## src/rtl/core/linear_probe_hash_insert_assert.svh

```systemverilog
// Assertion macros for the linear probe hash insert block
`ifndef LINEAR_PROBE_HASH_INSERT_ASSERT_SVH
`define LINEAR_PROBE_HASH_INSERT_ASSERT_SVH
`ifndef SYNTHESIS
`define LPH_ASSERT_IMP(label, clk, rst_n, ante, cons) \
  label: assert property (@(posedge clk) disable iff (!rst_n) (ante) |-> (cons)) \
    else $error("assertion failed");
`define LPH_ASSERT_NXT(label, clk, rst_n, ante, cons) \
  label: assert property (@(posedge clk) disable iff (!rst_n) (ante) |=> (cons)) \
    else $error("assertion failed");
`else
`define LPH_ASSERT_IMP(label, clk, rst_n, ante, cons)
`define LPH_ASSERT_NXT(label, clk, rst_n, ante, cons)
`endif
`endif

```

## src/rtl/core/lph_pkg.sv

```systemverilog
// ----------------------------------------------------------------------------
// lph_pkg
// Types and constants shared by the hash table front end and back end.
// ----------------------------------------------------------------------------
package lph_pkg;
  localparam logic [1:0] MODE_CLEAR  = 2'd0;
  localparam logic [1:0] MODE_INSERT = 2'd1;
  localparam logic [1:0] MODE_READ   = 2'd2;

  localparam logic [2:0] ST_NEW   = 3'd0;
  localparam logic [2:0] ST_DUP   = 3'd1;
  localparam logic [2:0] ST_FAIL  = 3'd2;
  localparam logic [2:0] ST_READ  = 3'd3;
  localparam logic [2:0] ST_CLEAR = 3'd4;

  localparam logic [63:0] MIX_C1 = 64'hBF58476D1CE4E5B9;
  localparam logic [63:0] MIX_C2 = 64'h94D049BB133111EB;
  localparam logic [63:0] EMPTY_SLOT = '1;
  localparam logic [10:0] COUNT_MAX = 11'd2047;

  typedef enum logic [1:0] {OP_CLEAR, OP_INSERT, OP_READ} op_t;

  typedef struct packed {
    op_t         op;
    logic [62:0] key;
    logic [63:0] hash;
    logic [9:0]  rslot;
    logic        fin;
  } job_t;

  typedef enum logic [2:0] {
    FE_IDLE, FE_M1A, FE_M1B, FE_M2A, FE_M2B, FE_PUSH
  } fe_state_t;

  typedef enum logic [2:0] {
    BE_IDLE, BE_WIPE, BE_PROBE, BE_WAIT, BE_CHECK, BE_OUT
  } be_state_t;
endpackage

```

## src/rtl/core/lph_front.sv

```systemverilog
// ----------------------------------------------------------------------------
// lph_front
// Accepts items, hashes insert keys with the splitmix64 finalizer using 32x32
// multipliers, and pushes jobs to the queue.
// ----------------------------------------------------------------------------
module lph_front (
  input  logic           clk,
  input  logic           rst_n,
  input  logic           in_valid,
  output logic           in_ready,
  input  logic [1:0]     in_mode,
  input  logic [62:0]    in_key,
  input  logic [9:0]     in_rslot,
  input  logic           in_fin,
  output logic           push,
  output lph_pkg::job_t  push_job,
  input  logic           q_full
);
  lph_pkg::fe_state_t state_r, state_nxt;
  lph_pkg::job_t      job_r, job_nxt;
  logic [63:0] x_r, x_nxt;
  logic [63:0] acc_r, acc_nxt;
  logic [31:0] ma, mb;
  logic [63:0] prod;
  logic [63:0] c;

  assign prod = {32'd0, ma} * {32'd0, mb};

  always_ff @(posedge clk) begin
    if (!rst_n) begin
      state_r <= lph_pkg::FE_IDLE;
    end else begin
      state_r <= state_nxt;
    end
    job_r <= job_nxt;
    x_r   <= x_nxt;
    acc_r <= acc_nxt;
  end

  always_comb begin
    state_nxt = state_r;
    job_nxt   = job_r;
    x_nxt     = x_r;
    acc_nxt   = acc_r;
    in_ready  = 1'b0;
    push      = 1'b0;
    push_job  = job_r;
    c  = (state_r == lph_pkg::FE_M1A || state_r == lph_pkg::FE_M1B) ?
         lph_pkg::MIX_C1 : lph_pkg::MIX_C2;
    ma = x_r[31:0];
    mb = c[31:0];
    case (state_r)
      lph_pkg::FE_IDLE: begin
        in_ready = 1'b1;
        if (in_valid) begin
          job_nxt.key   = in_key;
          job_nxt.rslot = in_rslot;
          job_nxt.fin   = in_fin;
          job_nxt.hash  = '0;
          x_nxt = {1'b0, in_key} ^ ({1'b0, in_key} >> 30);
          case (in_mode)
            lph_pkg::MODE_CLEAR: begin
              job_nxt.op = lph_pkg::OP_CLEAR;
              state_nxt  = lph_pkg::FE_PUSH;
            end
            lph_pkg::MODE_INSERT: begin
              job_nxt.op = lph_pkg::OP_INSERT;
              state_nxt  = lph_pkg::FE_M1A;
            end
            default: begin
              job_nxt.op = lph_pkg::OP_READ;
              state_nxt  = lph_pkg::FE_PUSH;
            end
          endcase
        end
      end
      lph_pkg::FE_M1A, lph_pkg::FE_M2A: begin
        // low x low; both cross terms are added in the B state
        acc_nxt   = prod;
        state_nxt = (state_r == lph_pkg::FE_M1A) ? lph_pkg::FE_M1B : lph_pkg::FE_M2B;
      end
      lph_pkg::FE_M1B, lph_pkg::FE_M2B: begin
        // cross terms, 32 bits each; only low halves matter
        acc_nxt = acc_r + {(x_r[31:0] * c[63:32]) + (x_r[63:32] * c[31:0]), 32'd0};
        if (state_r == lph_pkg::FE_M1B) begin
          x_nxt     = acc_nxt ^ (acc_nxt >> 27);
          state_nxt = lph_pkg::FE_M2A;
        end else begin
          job_nxt.hash = acc_nxt ^ (acc_nxt >> 31);
          state_nxt    = lph_pkg::FE_PUSH;
        end
      end
      lph_pkg::FE_PUSH: begin
        if (!q_full) begin
          push      = 1'b1;
          state_nxt = lph_pkg::FE_IDLE;
        end
      end
      default: state_nxt = lph_pkg::FE_IDLE;
    endcase
  end
endmodule

```

## config.mk

```make
export PLATFORM = sky130hd
export DESIGN_NAME = lph_front
export DESIGN_NICKNAME = d
export VERILOG_FILES = /design/src/rtl/core/linear_probe_hash_insert_assert.svh /design/src/rtl/core/lph_pkg.sv /design/src/rtl/core/lph_front.sv
export SDC_FILE = /design/constraint.sdc
export NUM_CORES = 2
export LEC_CHECK = 0
export BUFFER_PORTS_ARGS = -buffer_cell sky130_fd_sc_hd__clkbuf_2
export CAP_MARGIN = 30
export CORE_MARGIN = 10
export CORE_UTILIZATION = 55
export CTS_CLUSTER_DIAMETER = 60
export CTS_CLUSTER_SIZE = 28
export DETAILED_ROUTE_END_ITERATION = 7
export PLACE_DENSITY = 0.72
export SLEW_MARGIN = 20
export SYNTH_ARGS = -nofsm -noshare
export SYNTH_HDL_FRONTEND = slang
export SYNTH_SLANG_ARGS = --single-unit
```

## constraint.sdc

```tcl
create_clock -name clk -period 12.5 [get_ports clk]
set_input_delay 1.875 -clock clk [delete_from_list [all_inputs] [get_ports clk]]
set_output_delay 1.875 -clock clk [all_outputs]
set_load 0.005 [all_outputs]
```

Yosys cells after proc, flatten, opt, wreduce, memory -nomap -nowiden. Cells that the tools add are included.

Equality and inequality tests: 10. $mul: 3. Reductions and logical operators: 11. Bitwise logic cells: 3. Add/subtract/negate cells: 2. Muxes and demuxes: 18.

Operators with widths (number): one-hot mux 64 bit (2 select lines) (3); two-way mux 64 bit (3); two-way mux 75 bit (1); adder 64 bit (1); multiplier 32 x 32 -> 32 bit (2); multiplier 32 x 32 -> 64 bit (1); bitwise XOR 64 x 33 -> 64 bit (1); bitwise XOR 64 x 37 -> 64 bit (1); bitwise XOR 63 x 33 -> 63 bit (1); two-way mux 62 bit (1); adder 32 bit (1); two-way mux 3 bit (5); one-hot mux 3 bit (4 select lines) (1); != test 2 bit (second input constant) (4); equality test 3 x 2 -> 1 bit (second input constant) (2); equality test 3 bit (second input constant) (2); AND reduction 3 bit (2); one-hot mux 2 bit (2 select lines) (1); AND reduction 2 bit (2); nonzero test 2 bit (2); OR reduction 2 bit (2); equality test 3 x 1 -> 1 bit (second input constant) (1); logical NOT 3 bit (1); two-way mux 1 bit (3); 3 further kinds (3).

Register bits: 271. Input port bits: 80.

Depth between registers and ports, before layout.
Word-level depth: 9. Gate-level depth with buffers: 48. Mapped depth without buffers: 45.

Worst setup path before layout. OpenSTA, ideal clock, no wires.

Path kind: reg2reg. Start point: register state_r[0]. End point: register job_r, in the netlist push_job[43], data pin. Stages on the path, launching flop included: 47. Arrival time: 10.679 ns. Slack: 1.555 ns. Clock period less this slack: 10.945 ns. Setup time: 0.266 ns. Buffers on the path: 5. Cells stage by stage: dfxtp_1 buf_4 xor2_2 and2_1 buf_6 buf_6 clkbuf_1 buf_1 nand2_1 inv_1 fa_1 inv_1 fa_1 inv_1 fa_1 ha_1 ha_1 inv_1 [... 11 more ...] o21ai_2 nand2_1 a21oi_1 inv_1 a21o_1 a21oi_1 xnor2_1 ha_1 a21oi_1 o21ai_0 or3b_1 o211ai_1 o211ai_1 nand3_1 nand2_4 xor3_2 xor2_1 nor2_1.

RTL lines: start: declaration (RTL line lph_front.sv:19) `lph_pkg::fe_state_t state_r, state_nxt;`; start signal: assignment (RTL line lph_front.sv:31) `state_r <= lph_pkg::FE_IDLE;`; start signal: assignment (RTL line lph_front.sv:33) `state_r <= state_nxt;`; end signal: assignment (RTL line lph_front.sv:35) `job_r <= job_nxt;`; end: declaration (RTL line lph_front.sv:20) `lph_pkg::job_t job_r, job_nxt;`.

==> load_flow_metrics.sql <==
INSERT INTO impl_metrics (metric_group, metric, value, unit) VALUES
('critical_path', 'required_arrival_time_at_the_worst_endpoint', '12800', 'ps'),
('cts', 'postCtsSetupRepairBufs', '0', ''),
('sta', 'slew-limit-headroom', '0.287', ''),
('finish', 'postLayoutCoreUtil', '0.596', ''),
('detailed_routing', 'detail-route-antenna-nets', '0', ''),
('finish', 'areaGrowthSynthToFinish', '7.46', '%'),
('synthesis', 'synth_seq_cells', '271', ''),
('sta', 'finalCritPeriodShare', '0.959', ''),
('cts', 'cts_tree', 'built', ''),
('global_route', 'initial_antenna_violation_count', '11', ''),
('finish', 'final_nets', '7868', ''),
('synthesis', 'synth_top_cells_by_area', 'sky130_fd_sc_hd__fa_1 41%, sky130_fd_sc_hd__ha_1 17%, sky130_fd_sc_hd__edfxtp_1 14%', ''),
('synthesis', 'count_of_cell_types_in_the_netlist', '84', ''),
('cts', 'clock_sink_count', '271', ''),
('sta', 'timing.clock.skew', '38.2', 'ps'),
('floorplanning', 'die_w', '343', 'µm'),
('critical_path', 'worstPathBufferInverterCount', '8', ''),
('place', 'dp_hpwl', '174000', 'µm'),
('sta', 'max_freq', '83.4', 'MHz'),
('sta', 'totalNegativeSetupSlack', '0', 'ps'),
('detailed_routing', 'detailroute.wirelength.met3', '21000', 'µm'),
('floorplanning', 'initial_core_util', '0.555', ''),
('critical_path', 'cp_data_arrival_time', '12280', 'ps'),
('synthesis', 'dominant_combinational_cell_family_by_area_after_synthesis', 'adder cells', ''),
('cts', 'cts_hold_buffers', '0', ''),
('critical_path', 'critical_path_peak_fanout', '19', ''),
('synthesis', 'synthFlopType', 'sky130_fd_sc_hd__edfxtp_1', ''),
('detailed_routing', 'dr_wl_met2', '87100', 'µm'),
('synthesis', 'synth-simple-area-share', '0.0507', ''),
('detailed_routing', 'vias', '39763', ''),
('floorplanning', 'std_cell_rows', '118', ''),
('critical_path', 'cp_slowest_cell', 'sky130_fd_sc_hd__nor4b_1', ''),
('synthesis', 'post_synth_instance_area', '57500', 'µm²'),
('cts', 'worst_skew_pair.late_latency', '570', 'ps'),
('sta', 'final-max-slew-violation-count', '0', ''),
('sta', 'worst-slew-pin-transition', '1060', 'ps'),
('flow_run', 'drv_cap', '0', ''),
('global_route', 'grt_pass1_vias', '42894', ''),
('worst_hold_path', 'min_path_type', 'reg2reg', ''),
('detailed_routing', 'wirelength_met1', '73800', 'µm'),
('sta', 'hold_viol_final', '0', ''),
('detailed_routing', 'drtPass1Iterations', '6', ''),
('synthesis', 'share_of_synthesized_area_spent_on_multiplexers', '0.000696', ''),
('floorplanning', 'die_outline_area', '118000', 'µm²'),
('place', 'port_buffers', '221', ''),
('cts', 'cell_chosen_for_the_clock_root', 'sky130_fd_sc_hd__clkbuf_16', ''),
('detailed_routing', 'drt-vias-per-instance', '5.51', ''),
('detailed_routing', 'routed_wire_length_per_instance', '26.9', 'µm'),
('cts', 'ctsHtreeMaxLevel', '1', ''),
('synthesis', 'syn_avg_cell_area', '10.4', 'µm²'),
('place', 'routabilityCongestion', '1.07', ''),
('floorplanning', 'die_y', '343', 'µm'),
('global_route', 'track_usage', '0.336', ''),
('critical_path', 'timing_worst_setup_path_type', 'reg2reg', ''),
('status', 'run_status', 'finished, final reports clean', ''),
('synthesis', 'synth_compound_area_frac', '0.0526', ''),
('critical_path', 'crit_family', 'adder cells', ''),
('cts', 'cts.reportedPaths.clkPinSlew', '100', 'ps'),
('sta', 'finalSetupViolCount', '0', ''),
('cts', 'cts_buffers', '20', ''),
('synthesis', 'number_of_enable_type_register_cells_in_the_synthesized_netlist', '268', ''),
('global_route', 'globalRouteOverflowTotal', '0', ''),
('synthesis', 'yosys_warnings', '0', ''),
('sta', 'grt_setup_unrepaired', 'false', ''),
('synthesis', 'synth_async_sr_flop_share', '0', ''),
('synthesis', 'synth-xor-area-share', '0.0533', ''),
('critical_path', 'cp-start-kind', 'register', ''),
('synthesis', 'synthAdderAreaFrac', '0.584', ''),
('critical_path', 'crit_path_end_kind', 'register', ''),
('global_route', 'grt_start_max_net_pins', '87', ''),
('detailed_routing', 'drt_iter0_drc', '3210', '');
[worst register-to-register path: cells and delay by family (launching register included)]
family | cells | cell delay [ps]
fa+ha+maj | 12 | 5020
compound gates | 10 | 2060
simple gates | 7 | 1530
buf+inv | 8 | 1400
xor+xnor | 4 | 1220
flops | 1 | 520
[through the flow]
stage,hold slack (ps),setup slack [ps],std cells,cell area (µm²)
finish,630,514,7214,61800
global route,658,81.7,7211,61800
CTS,652,374,7211,61800
detailed placement,624,418,7175,61000
global placement,616,592,7171,61000
floorplan,553,1560,5580,57800
[cell type report]
| cell class | count | area, µm² |
|---|---|---|
| Clock buffer | 21 | 504 |
| Antenna cell | 3 | 7.51 |
| Tap cell | 1380 | 1730 |
| Clock inverter | 15 | 245 |
| Timing Repair Buffer | 337 | 2000 |
| Inverter | 1668 | 6260 |
| Fill cell | 8765 | 41800 |
| Multi-Input combinational cell | 3519 | 43000 |
| Sequential cell | 271 | 8110 |
[worst paths after layout]
check	startpoint	slack [ps]	depth (start not counted)	endpoint
max	state_r[0]$_SDFFE_PN0P_	510	41	push_job[43]$_DFFE_PP_
min reg2reg	state_r[1]$_SDFFE_PN0P_	630	1	state_r[2]$_SDFFE_PN0P_
max reg2reg	state_r[0]$_SDFFE_PN0P_	510	41	push_job[43]$_DFFE_PP_
min	state_r[1]$_SDFFE_PN0P_	630	1	state_r[2]$_SDFFE_PN0P_
[synth_stat cells, types with 10 or more instances]
cell type	number
sky130_fd_sc_hd__nand4_1	16
sky130_fd_sc_hd__o21ai_0	103
sky130_fd_sc_hd__o21a_1	14
sky130_fd_sc_hd__nand2b_1	23
sky130_fd_sc_hd__nor2b_1	12
sky130_fd_sc_hd__a21oi_1	124
sky130_fd_sc_hd__xnor2_1	230
sky130_fd_sc_hd__edfxtp_1	268
sky130_fd_sc_hd__or2_2	10
sky130_fd_sc_hd__a31oi_1	13
sky130_fd_sc_hd__fa_1	1189
sky130_fd_sc_hd__nand3_1	26
sky130_fd_sc_hd__o21ai_1	23
sky130_fd_sc_hd__clkbuf_1	107
sky130_fd_sc_hd__inv_1	1663
sky130_fd_sc_hd__nor3_1	15
sky130_fd_sc_hd__nor2_1	210
sky130_fd_sc_hd__ha_1	782
sky130_fd_sc_hd__a21o_1	108
sky130_fd_sc_hd__o21bai_1	18
sky130_fd_sc_hd__nand2_1	257
sky130_fd_sc_hd__xor2_1	104
sky130_fd_sc_hd__and3_1	15
sky130_fd_sc_hd__and2_1	38
[logic make-up after synthesis]
logic type      Yosys count
flops                   271
other cells               2
mux                       4
buf+inv                1790
fa+ha+maj              1971
simple gates            653
compound gates          477
xor+xnor                341
[registers in the layout, indices dropped and copies added, names as in the netlist]
| signal | cells |
|---|---|
| push_job | 140 |
| acc_r | 64 |
| x_r | 64 |
| state_r | 3 |
[what timing repair did]
action                                  in CTS  in global routing
gates resized for setup                      0                  4
endpoints found under the setup margin       0                 22
endpoints found under the hold margin        0                  0
[per-layer routing]
layer | track usage | vias to the layer above
li1 | - | 17159
met1 | 0.432 | 20114
met2 | 0.523 | 2000
met3 | 0.0923 | 478
met4 | 0.169 | 12
met5 | 0 | -
[cells in the final DEF (no fill, tap or decap), types with 108 or more instances in the layout]
master                     Yosys  layout
sky130_fd_sc_hd__a21o_1      108     108
sky130_fd_sc_hd__inv_1      1663    1662
sky130_fd_sc_hd__ha_1        782     782
sky130_fd_sc_hd__a21oi_1     124     124
sky130_fd_sc_hd__nand2_1     257     256
sky130_fd_sc_hd__clkbuf_2      0     221
sky130_fd_sc_hd__buf_4         2     113
sky130_fd_sc_hd__nor2_1      210     209
sky130_fd_sc_hd__fa_1       1189    1189
sky130_fd_sc_hd__xnor2_1     230     230
sky130_fd_sc_hd__edfxtp_1    268     268
Power is left out: the tool's default activity adds up to more than one toggle a clock period on the data nets, which glitch-free logic cannot reach.
