[src/rtl/core/linear_probe_hash_insert_assert.svh]
// Assertion macros for the linear probe hash insert block
`ifndef LINEAR_PROBE_HASH_INSERT_ASSERT_SVH
`define LINEAR_PROBE_HASH_INSERT_ASSERT_SVH
`ifndef SYNTHESIS
`define LPH_ASSERT_IMP(label, clk, rst_n, ante, cons) \
  label: assert property (@(posedge clk) disable iff (!rst_n) (ante) |-> (cons)) \
    else $error("assertion failed");
`define LPH_ASSERT_NXT(label, clk, rst_n, ante, cons) \
  label: assert property (@(posedge clk) disable iff (!rst_n) (ante) |=> (cons)) \
    else $error("assertion failed");
`else
`define LPH_ASSERT_IMP(label, clk, rst_n, ante, cons)
`define LPH_ASSERT_NXT(label, clk, rst_n, ante, cons)
`endif
`endif

[src/rtl/core/lph_pkg.sv]
// ----------------------------------------------------------------------------
// lph_pkg
// Types and constants shared by the hash table front end and back end.
// ----------------------------------------------------------------------------
package lph_pkg;
  localparam logic [1:0] MODE_CLEAR  = 2'd0;
  localparam logic [1:0] MODE_INSERT = 2'd1;
  localparam logic [1:0] MODE_READ   = 2'd2;

  localparam logic [2:0] ST_NEW   = 3'd0;
  localparam logic [2:0] ST_DUP   = 3'd1;
  localparam logic [2:0] ST_FAIL  = 3'd2;
  localparam logic [2:0] ST_READ  = 3'd3;
  localparam logic [2:0] ST_CLEAR = 3'd4;

  localparam logic [63:0] MIX_C1 = 64'hBF58476D1CE4E5B9;
  localparam logic [63:0] MIX_C2 = 64'h94D049BB133111EB;
  localparam logic [63:0] EMPTY_SLOT = '1;
  localparam logic [10:0] COUNT_MAX = 11'd2047;

  typedef enum logic [1:0] {OP_CLEAR, OP_INSERT, OP_READ} op_t;

  typedef struct packed {
    op_t         op;
    logic [62:0] key;
    logic [63:0] hash;
    logic [9:0]  rslot;
    logic        fin;
  } job_t;

  typedef enum logic [2:0] {
    FE_IDLE, FE_M1A, FE_M1B, FE_M2A, FE_M2B, FE_PUSH
  } fe_state_t;

  typedef enum logic [2:0] {
    BE_IDLE, BE_WIPE, BE_PROBE, BE_WAIT, BE_CHECK, BE_OUT
  } be_state_t;
endpackage

[src/rtl/core/lph_queue.sv]
// ----------------------------------------------------------------------------
// lph_queue
// Two-entry job queue between front end and back end.
// ----------------------------------------------------------------------------
module lph_queue (
  input  logic          clk,
  input  logic          rst_n,
  input  logic          push,
  input  lph_pkg::job_t push_job,
  output logic          full,
  input  logic          pop,
  output logic          not_empty,
  output lph_pkg::job_t head
);
  lph_pkg::job_t mem_r [2];
  logic       wp_r, rp_r;
  logic [1:0] cnt_r;

  assign full      = (cnt_r == 2'd2);
  assign not_empty = (cnt_r != 2'd0);
  assign head      = mem_r[rp_r];

  always_ff @(posedge clk) begin
    if (!rst_n) begin
      wp_r <= 1'b0; rp_r <= 1'b0; cnt_r <= 2'd0;
    end else begin
      if (push) wp_r <= ~wp_r;
      if (pop)  rp_r <= ~rp_r;
      cnt_r <= cnt_r + {1'b0, push} - {1'b0, pop};
    end
    if (push) mem_r[wp_r] <= push_job;
  end
endmodule

[config.mk]
export PLATFORM = sky130hd
export DESIGN_NAME = lph_queue
export DESIGN_NICKNAME = d
export VERILOG_FILES = /design/src/rtl/core/linear_probe_hash_insert_assert.svh /design/src/rtl/core/lph_pkg.sv /design/src/rtl/core/lph_queue.sv
export SDC_FILE = /design/constraint.sdc
export NUM_CORES = 1
export LEC_CHECK = 0
export BUFFER_PORTS_ARGS = -buffer_cell sky130_fd_sc_hd__buf_2
export CORE_UTILIZATION = 30
export DETAILED_ROUTE_END_ITERATION = 16
export SLEW_MARGIN = 20
export SYNTH_ARGS = -nofsm -noshare
export SYNTH_HDL_FRONTEND = slang
export SYNTH_SLANG_ARGS = --single-unit
[constraint.sdc]
create_clock -name clk -period 10.5 [get_ports clk]
set_input_delay 0.525 -clock clk [delete_from_list [all_inputs] [get_ports clk]]
set_output_delay 0.525 -clock clk [all_outputs]
set_load 0.01 [all_outputs]
Word level (Yosys, flattened, before mapping) --
Memories as Yosys holds them, arrays and structs flattened. A register that Yosys moved wholly into a read port is not among the register bits. Cells that the tools add are included. Widths: inputs -> output; s select.
Word-level totals: flip-flop bits (word level) 4, bits in latches 0, bits in writable memories 280, memory bits (read-only) 0, word-level logic and storage cells 14, memories kept 1
Cells by class: add/subtract/negate cells 2, multiply operators 0, divide/modulo/power cells 0, magnitude comparators 0, equality and inequality tests 1, shifts and indexed selects 0, muxes and demuxes 4, bitwise gates (word level) 2, reductions and logical operators 1
Memories:
- mem_r | words 2, bits a word 140, rd ports 1, clocked after memory_dff 1, write ports 1, line lph_queue.sv:15 | lph_pkg::job_t mem_r [2];
Operators by type and width (count):
- $mux 1 | 4
- $add 2x1->2 | 1
- $eq 2x2->1 const B | 1
- $not 1->1 | 2
- $reduce_bool 2->1 | 1
- $sub 2x1->2 | 1

Longest topological paths before layout --
Gate-level depths: netlist of run 1.
depth after elaboration 3, gate-level depth with buffers 6

Worst setup path before layout of run 1 --
OpenSTA, ideal clock, no wires.
kind input to register, start input push, end memory mem_r[0][0] (netlist name), enable pin, library setup time 658 ps, arrival 6617 ps, required time 9842 ps, path slack 3225 ps, cell stages on the path 1, buffers on the path 0, cells stage by stage nor2b_1
On the way: longest elaborated chain between the ends 2
RTL lines:
- start: declaration | line lph_queue.sv:8 | input logic push,
- $mux 1 | line lph_queue.sv:31 | if (push) mem_r[wp_r] <= push_job;
- $mux 1 (not written as such) | line lph_queue.sv:31
- end: declaration | line lph_queue.sv:15
Every way passes these cells.

==> results of run 1 <==
[how the worst max path moves through the flow]
stage,startpoint,to,cells after the start
after floorplan,push,mem_r[0][0],1
after global placement,flop,head[102],3
after detailed placement,flop,head[102],3
after CTS,flop,head[102],3
after global routing,flop,head[102],3
final,flop,head[102],3
[state kept, by name, indices dropped and copies added, names as in the netlist, named ones only]
register,flops
cnt_r,2
mem_r,280
rp_r,1
wp_r,1
[cell type report]
type | count | area, µm²
inverters | 2 | 7.51
clock inverters | 10 | 96.3
clock buffers | 42 | 837
well taps | 455 | 569
diodes | 2 | 5.00
fillers | 3239 | 21300
repair buffers | 291 | 1470
flip-flops and latches | 285 | 8510
multi-input cells | 154 | 2080
[cell families (layout without fill, tap and decap cells)]
logic type	count (synthesis)	count (layout)	share of synthesized area, %
XOR/XNOR	2	2	0.291
AO/OA/AOI/OAI	1	1	0.0699
other	0	2	0
AND/OR/NAND/NOR	9	9	0.524
flip-flops	285	285	79.2
multiplexers	140	140	18.2
adder cells (fa/ha/maj)	2	2	0.233
buffers and inverters	18	345	1.55
[stage by stage]
step	hold slack, ns	cells	total power [mW]
after floorplan	0.555	457	1.54
final	0.153	1241	2.62
after global routing	0.113	1239	2.72
after detailed placement	0.571	1187	1.65
after CTS	0.108	1239	2.67
after global placement	0.558	1187	1.64
[synth_stat cells (all sizes together)]
cell type / count
and2: 4
or2: 1
ha: 2
edfxtp: 280
o21a: 1
xnor3: 1
xor2: 1
mux2: 140
buf: 16
dfxtp: 5
nor2b: 4
inv: 2
[metal layers]
layer	track usage (%)	share of wire (%)	wire, µm	vias to the layer above
li1	-	-	-	2430
met1	12.6	40	8210	2551
met2	18.3	48	9980	179
met3	4.52	8.8	1820	44
met4	3.39	2.8	578	4
met5	0	0.16	33	-
[report_power, final]
part	switching, mW	internal [mW]	total [mW]
Sequential	0.0229	1.32	1.34
Clock	0.404	0.597	1.00
Combinational	0.132	0.145	0.278
Total	0.559	2.06	2.62
==> flow_metrics.py, run 1 <==
metrics = {
    "cts": {
        "clk-insertion-delay-late_ns": 0.56,
        "cts_tree": "yes",
        "htreeDepth": 1,
        "root_buffer": "clkbuf_16",
        "clockBufferDepth": 3,
        "holdBufCountCts": 0,
        "clkSinkCount": 285,
        "ctsResizeCount": 0,
        "clk_pin_slew_ns": 0.06,
        "cts_setup_buffers": 0,
        "cts_inserted_buffers": 30,
    },
    "synthesis": {
        "yosysTopAreaCell": "edfxtp_1",
        "yosysWarningCount": 0,
        "ys_seq_area_share_pct": 79.2,
        "ys_top_cells_by_area": "edfxtp_1 (78%), mux2_4 (14%), mux2_2 (4.2%), buf_6 (1.2%), dfxtp_1 (0.93%)",
        "yosysUniqueCellTypes": 15,
        "syn_inst": 457,
        "avgSynthCellArea_um2": 23.5,
        "syn_area_um2": 10700,
        "synth-seq-cells": 285,
        "post-synth-top-area-fraction_pct": 78.2,
        "synth_nets": 603,
    },
    "worst_setup_path": {
        "slowest_delay_ns": 0.87,
        "worstPathArrival_ns": 2.85,
        "cp_cell_sequence": "buf_4 > mux2_4 > buf_2",
        "reg2reg_depth": 2,
        "critPathTopFamily": "buffers and inverters",
        "worstPathMaxFanout": 53,
        "worstSetupPathType": "reg2out",
        "end_kind": "output port",
        "critPathBufInv": 2,
        "cp_slowest_cell": "dfxtp_4",
        "required_ns": 9.98,
        "r2r_end": "mem_r[0][106]",
        "start_kind": "flop",
        "r2r_slack_ns": 8.46,
        "regToRegStartpoint": "wp_r",
    },
    "detailed_routing": {
        "first_pass_iters": 4,
        "viasPerCell": 4.20,
        "drc_errors": 0,
        "routed_wl_um": 20600,
        "first_iter_violations": 246,
        "postRouteAntennaNets": 0,
        "vias": 5208,
        "wire_per_inst_um": 16.6,
    },
    "final_layout": {
        "final_cell_area_um2": 13600,
        "nets": 910,
        "layout_commonest_cell": "buf_2",
        "drive_gt1_share_pct": 60.6,
        "syn2layout_area_growth_pct": 26.4,
        "fin_util_pct": 38.9,
        "layout_common_cells": "buf_2 (285), edfxtp_1 (280), mux2_4 (100)",
    },
    "global_routing": {
        "gr-total-overflow": 0,
        "track_usage_pct": 10.9,
        "grt_pass1_vias": 5434,
        "antenna_found_initial": 4,
        "grt_max_degree": 74,
        "grt_pass1_wl_um": 30400,
    },
    "pwr": {
        "p_leak_nw": 5.26,
        "powerDensity_nw_per_um2": 193,
        "vdd_drop_max_mv": 0.141,
    },
    "floorplanning": {
        "die_h_um": 191,
        "start_util_pct": 30.8,
        "coreArea_um2": 34900,
        "core.rowCount": 68,
        "io_pins": 286,
        "fp.dieW_um": 191,
        "die_area_um2": 36600,
    },
    "min_path": {
        "worst_hold_path_type": "in2reg",
        "hold_end": "mem_r[0][5]",
        "hold_start": "push_job[5]",
        "hold_depth": 1,
    },
    "sta": {
        "rsz0062_at_grt": "false",
        "finalSetupViolCount": 0,
        "worst_pin_slew_ns": 1.02,
        "layout_setup_ws_ns": 7.13,
        "setup_tns_ns": 0,
        "slew-limit-headroom_pct": 32.3,
        "skew_ns": 0.0169,
        "finalCriticalPeriod_ns": 3.37,
        "fmax_mhz": 296,
        "min_period_over_period_pct": 32.1,
        "finalHoldViolations": 0,
        "finalMaxSlewViolations": 0,
    },
    "status": {
        "outcome": "finished clean",
    },
    "placement": {
        "port_buffers": 285,
        "place_area_um2": 12600,
        "gp_congestion": 0.679,
        "post-place-ws_ns": 7.61,
        "place.detailed.hpwl_um": 13500,
    },
    "run": {
        "maxCapViolCount": 0,
    },
}
No activity file was read; power rests on OpenSTA's default activity.
==> inputs of run 2 (changes only) <==
==> constraint.sdc (replaced) <==
create_clock -name clk -period 3 [get_ports clk]
set_input_delay 0.15 -clock clk [delete_from_list [all_inputs] [get_ports clk]]
set_output_delay 0.15 -clock clk [all_outputs]
set_load 0.01 [all_outputs]
==> run 2 against run 1 <==
  * Flip-flop and latch count is the same
  * Setup slack worse by 6.4 ns
  * Die area is the same
  * Highest routed layer is now met4
==> flow_metrics.py, run 2 (same netlist as run 1, synthesis figures left out) <==
metrics = {
    "cts": {
        "clockBufferDepth": 3,
        "htreeDepth": 1,
        "ctsResizeCount": 0,
        "clk_pin_slew_ns": 0.06,
        "clk-insertion-delay-late_ns": 0.56,
        "cts_inserted_buffers": 30,
        "holdBufCountCts": 144,
        "clkSinkCount": 285,
        "cts_tree": "yes",
        "cts_setup_buffers": 0,
        "root_buffer": "clkbuf_16",
    },
    "placement": {
        "place_area_um2": 12700,
        "port_buffers": 285,
        "gp_congestion": 0.706,
        "placed_cells": 1188,
        "place.detailed.hpwl_um": 13900,
    },
    "sta": {
        "worst_pin_slew_ns": 0.710,
        "finalHoldViolations": 0,
        "min_period_over_period_pct": 75.8,
        "hold-worst-slack_ns": 0.315,
        "skew_ns": 0.0169,
        "finalCriticalPeriod_ns": 2.27,
        "finalSetupViolCount": 0,
        "setup_tns_ns": 0,
        "rsz0062_at_grt": "false",
        "slew-limit-headroom_pct": 52.7,
        "fmax_mhz": 440,
        "finalMaxSlewViolations": 0,
    },
    "status": {
        "outcome": "finished clean",
    },
    "final_layout": {
        "layout_commonest_cell": "buf_2",
        "syn2layout_area_growth_pct": 41.5,
        "regMostFlops": "mem_r",
        "nets": 1055,
        "final_cell_area_um2": 15200,
        "layout_common_cells": "buf_2 (285), edfxtp_1 (280), dlygate4sd3_1 (144)",
        "largest_register_ffs": 280,
        "final_cells": 1391,
        "top_regs": "mem_r: 280 flops, cnt_r: 2 flops",
        "n_fill_cell": 3127,
        "drive_gt1_share_pct": 52.0,
    },
    "run": {
        "maxCapViolCount": 0,
    },
    "pwr": {
        "powerDensity_nw_per_um2": 635,
        "p_leak_nw": 5.94,
        "total_power_mw": 9.66,
        "vdd_drop_max_mv": 0.501,
    },
    "floorplanning": {
        "io_pins": 286,
        "start_util_pct": 30.8,
        "coreArea_um2": 34900,
        "die_h_um": 191,
        "die_area_um2": 36600,
        "core.rowCount": 68,
        "fp.dieW_um": 191,
    },
    "global_routing": {
        "gr-total-overflow": 0,
        "grt_max_degree": 92,
        "grt_pass1_wl_um": 33600,
        "antenna_found_initial": 3,
        "grt_pass1_vias": 6328,
        "track_usage_pct": 11.9,
    },
    "detailed_routing": {
        "viasPerCell": 4.18,
        "wire_per_inst_um": 16.0,
        "routed_wl_um": 22300,
        "drc_errors": 0,
        "vias": 5809,
        "first_pass_iters": 4,
        "postRouteAntennaNets": 0,
        "first_iter_violations": 227,
    },
    "worst_setup_path": {
        "critPathTopFamily": "buffers and inverters",
        "start_kind": "flop",
        "slowest_delay_ns": 0.50,
        "worstPathMaxFanout": 84,
        "r2r_slack_ns": 1.30,
        "cp_cell_sequence": "buf_12 > mux2_2 > buf_2",
        "worstPathArrival_ns": 2.12,
        "critPathBufInv": 2,
        "end_kind": "output port",
        "worstSetupPathType": "reg2out",
        "cp_slowest_cell": "buf_12",
        "required_ns": 2.85,
    },
    "min_path": {
        "worst_hold_path_type": "in2reg",
    },
}
[run 2: metrics by stage]
stage,utilization (%),worst slack (ns)
CTS,43.6,0.665
global route,43.6,0.609
floorplan,-,0.165
global placement,36.4,1.29
detailed placement,36.4,1.28
finish,43.6,0.726
[run 2: area by class of cell]
type	count	area [µm²]	share of cell area, %
tap	455	569	3.74
sequential	285	8510	56.0
multi-input combinational	154	2080	13.7
inverter	2	7.51	0.0494
clock buffer	41	863	5.68
antenna	3	7.51	0.0494
clock inverter	15	179	1.18
timing repair buffer	436	2980	19.6
[run 2: report_power, final]
group          internal, mW  switching, mW
sequential             4.61         0.0565
combinational         0.642          0.526
clock                  2.35           1.48
[run 2: per-layer routing]
layer | global-route usage, % | routed length, µm | vias to the layer above
li1 | - | - | 2730
met1 | 13.7 | 8940 | 2845
met2 | 21.1 | 11100 | 198
met3 | 4.13 | 1800 | 36
met4 | 2.66 | 398 | 0
met5 | 0 | 0 | -
[run 2: final timing paths]
| kind | startpoint | to | cells after the start |
|---|---|---|---|
| worst max-delay path | flop | head[17] | 3 |
| worst min-delay path | push_job[26] | mem_r[1][26] | 2 |
| worst max register to register | wp_r | mem_r[1][50] | 2 |
| worst min register to register | rp_r | flop | 2 |
==> inputs of run 3 (changes only) <==
==> constraint.sdc (replaced) <==
create_clock -name clk -period 2.2 [get_ports clk]
set_input_delay 0.11 -clock clk [delete_from_list [all_inputs] [get_ports clk]]
set_output_delay 0.11 -clock clk [all_outputs]
set_load 0.01 [all_outputs]
==> run 3 against run 2 <==
  * Hold slack improved by 0.012 ns
  * Sequential share of layout area down 0.37 points
  * Utilization up 0.30 points
  * Global-route usage grew 0.15 points
  * Via count about the same
  * Flip-flop and latch count unchanged
  * Critical path type unchanged
  * Critical endpoint is now head[36]
==> flow_metrics.py, run 3 (same netlist as run 1, synthesis figures left out) <==
metrics = {
    "detailed_routing": {
        "routed_wl_um": 22600,
        "first_pass_iters": 4,
        "drc_errors": 0,
        "wire_per_inst_um": 16.1,
        "viasPerCell": 4.16,
        "postRouteAntennaNets": 0,
        "first_iter_violations": 181,
        "vias": 5814,
    },
    "pwr": {
        "vdd_drop_max_mv": 0.681,
        "p_leak_nw": 5.99,
        "powerDensity_nw_per_um2": 880,
    },
    "floorplanning": {
        "fp.dieW_um": 191,
        "coreArea_um2": 34900,
        "core.rowCount": 68,
        "die_h_um": 191,
        "die_area_um2": 36600,
        "io_pins": 286,
        "start_util_pct": 30.8,
    },
    "global_routing": {
        "antenna_found_initial": 3,
        "grt_max_degree": 81,
        "grt_pass1_vias": 6315,
        "track_usage_pct": 12.0,
        "gr-total-overflow": 0,
        "grt_pass1_wl_um": 33600,
    },
    "final_layout": {
        "nets": 1060,
        "top_regs": "mem_r: 280 flops, cnt_r: 2 flops",
        "layout_commonest_cell": "buf_2",
        "regMostFlops": "mem_r",
        "layout_common_cells": "buf_2 (285), edfxtp_1 (280), dlygate4sd3_1 (144)",
        "multi_input_area_um2": 2080,
        "n_fill_cell": 3117,
        "largest_register_ffs": 280,
        "register_area_um2": 8510,
        "fin_util_pct": 43.9,
        "drive_gt1_share_pct": 51.7,
        "syn2layout_area_growth_pct": 42.4,
    },
    "cts": {
        "root_buffer": "clkbuf_16",
        "htreeDepth": 2,
        "clk_pin_slew_ns": 0.06,
        "clkSinkCount": 285,
        "clk-insertion-delay-late_ns": 0.50,
        "cts_tree": "yes",
        "cts_setup_buffers": 0,
        "clockBufferDepth": 3,
        "cts_inserted_buffers": 34,
    },
    "placement": {
        "post-place-ws_ns": 0.795,
        "port_buffers": 285,
        "place.detailed.hpwl_um": 13500,
        "gp_congestion": 0.693,
    },
    "sta": {
        "finalHoldViolations": 0,
        "skew_ns": 0.00896,
        "finalCriticalPeriod_ns": 1.89,
        "setup_tns_ns": 0,
        "rsz0062_at_grt": "false",
        "finalSetupViolCount": 0,
        "layout_setup_ws_ns": 0.310,
        "worst_pin_slew_ns": 0.551,
        "hold-worst-slack_ns": 0.328,
        "finalMaxSlewViolations": 0,
        "fmax_mhz": 529,
        "slew-limit-headroom_pct": 63.3,
        "min_period_over_period_pct": 85.9,
    },
    "status": {
        "outcome": "finished clean",
    },
    "worst_setup_path": {
        "regToRegStartpoint": "wp_r",
        "start_kind": "flop",
        "worstSetupPathType": "reg2out",
        "end_kind": "output port",
        "required_ns": 2.09,
        "worstPathArrival_ns": 1.78,
        "worstPathMaxFanout": 51,
    },
    "min_path": {
        "hold_start": "push_job[15]",
        "worst_hold_path_type": "in2reg",
    },
    "run": {
        "maxCapViolCount": 0,
    },
}
run 3: cell types whose count changed in the layout (fill, tap and decap cells not counted), moves of 2 or more:
| cell | previous run | this run |
|---|---|---|
| buf_12 | 5 | 7 |
| clkbuf_16 | 31 | 37 |
| clkinv_1 | 2 | 10 |
| clkbuf_8 | 5 | 0 |
run 3: worst max-delay path: stages, from the launching register on:
cell     delay (ns)
dfxtp_4        0.39
buf_12         0.33
mux2_2         0.40
buf_2          0.15
run 3: path summary, 6_finish.rpt:
kind	to	slack [ns]	cells after the start
max	head[36]	0.31	3
min	mem_r[1][15]	0.33	2
max reg2reg	wp_r	0.53	4
min reg2reg	flop	0.58	2
run 3: what timing repair did:
| action | 4_1_cts | 5_1_grt |
|---|---|---|
| gates resized for setup | 0 | 0 |
| endpoints found under the hold margin | 285 | 0 |
| hold buffers | 144 | 0 |
run 3: power by group:
group / switching, mW / total [mW] / internal, mW
clock network: 2.11 / 5.50 / 3.39
logic: 0.725 / 1.61 / 0.885
registers: 0.0740 / 6.36 / 6.28
total: 2.91 / 13.5 / 10.6
run 3: final cells by class:
type                       count  share of cell area, %
inverter                       2                 0.0490
timing repair buffer         437                   19.7
sequential                   285                   55.6
clock inverter                21                   1.12
multi-input combinational    154                   13.6
tap                          455                   3.72
clock buffer                  41                   6.15
antenna                        3                 0.0490
run 3: per-layer routing:
| layer | GRT usage [%] | share of wire, % | vias to the layer above | wire length (µm) |
|---|---|---|---|---|
| li1 | - | - | 2739 | - |
| met1 | 14.2 | 42 | 2840 | 9470 |
| met2 | 20.5 | 49 | 194 | 11000 |
| met3 | 3.67 | 6.9 | 41 | 1550 |
| met4 | 4.49 | 2.6 | 0 | 581 |
| met5 | 0 | 0 | - | 0 |
run 3: metrics by stage:
| step | cells | area, µm² | total power [mW] |
|---|---|---|---|
| 4_1_cts | 1395 | 15300 | 13.7 |
| 3_3_place_gp | 1189 | 12700 | 7.87 |
| 6_report | 1398 | 15300 | 13.5 |
| 2_1_floorplan | 457 | 10800 | 7.33 |
| 5_1_grt | 1397 | 15300 | 14.0 |
| 3_5_place_dp | 1189 | 12700 | 7.89 |
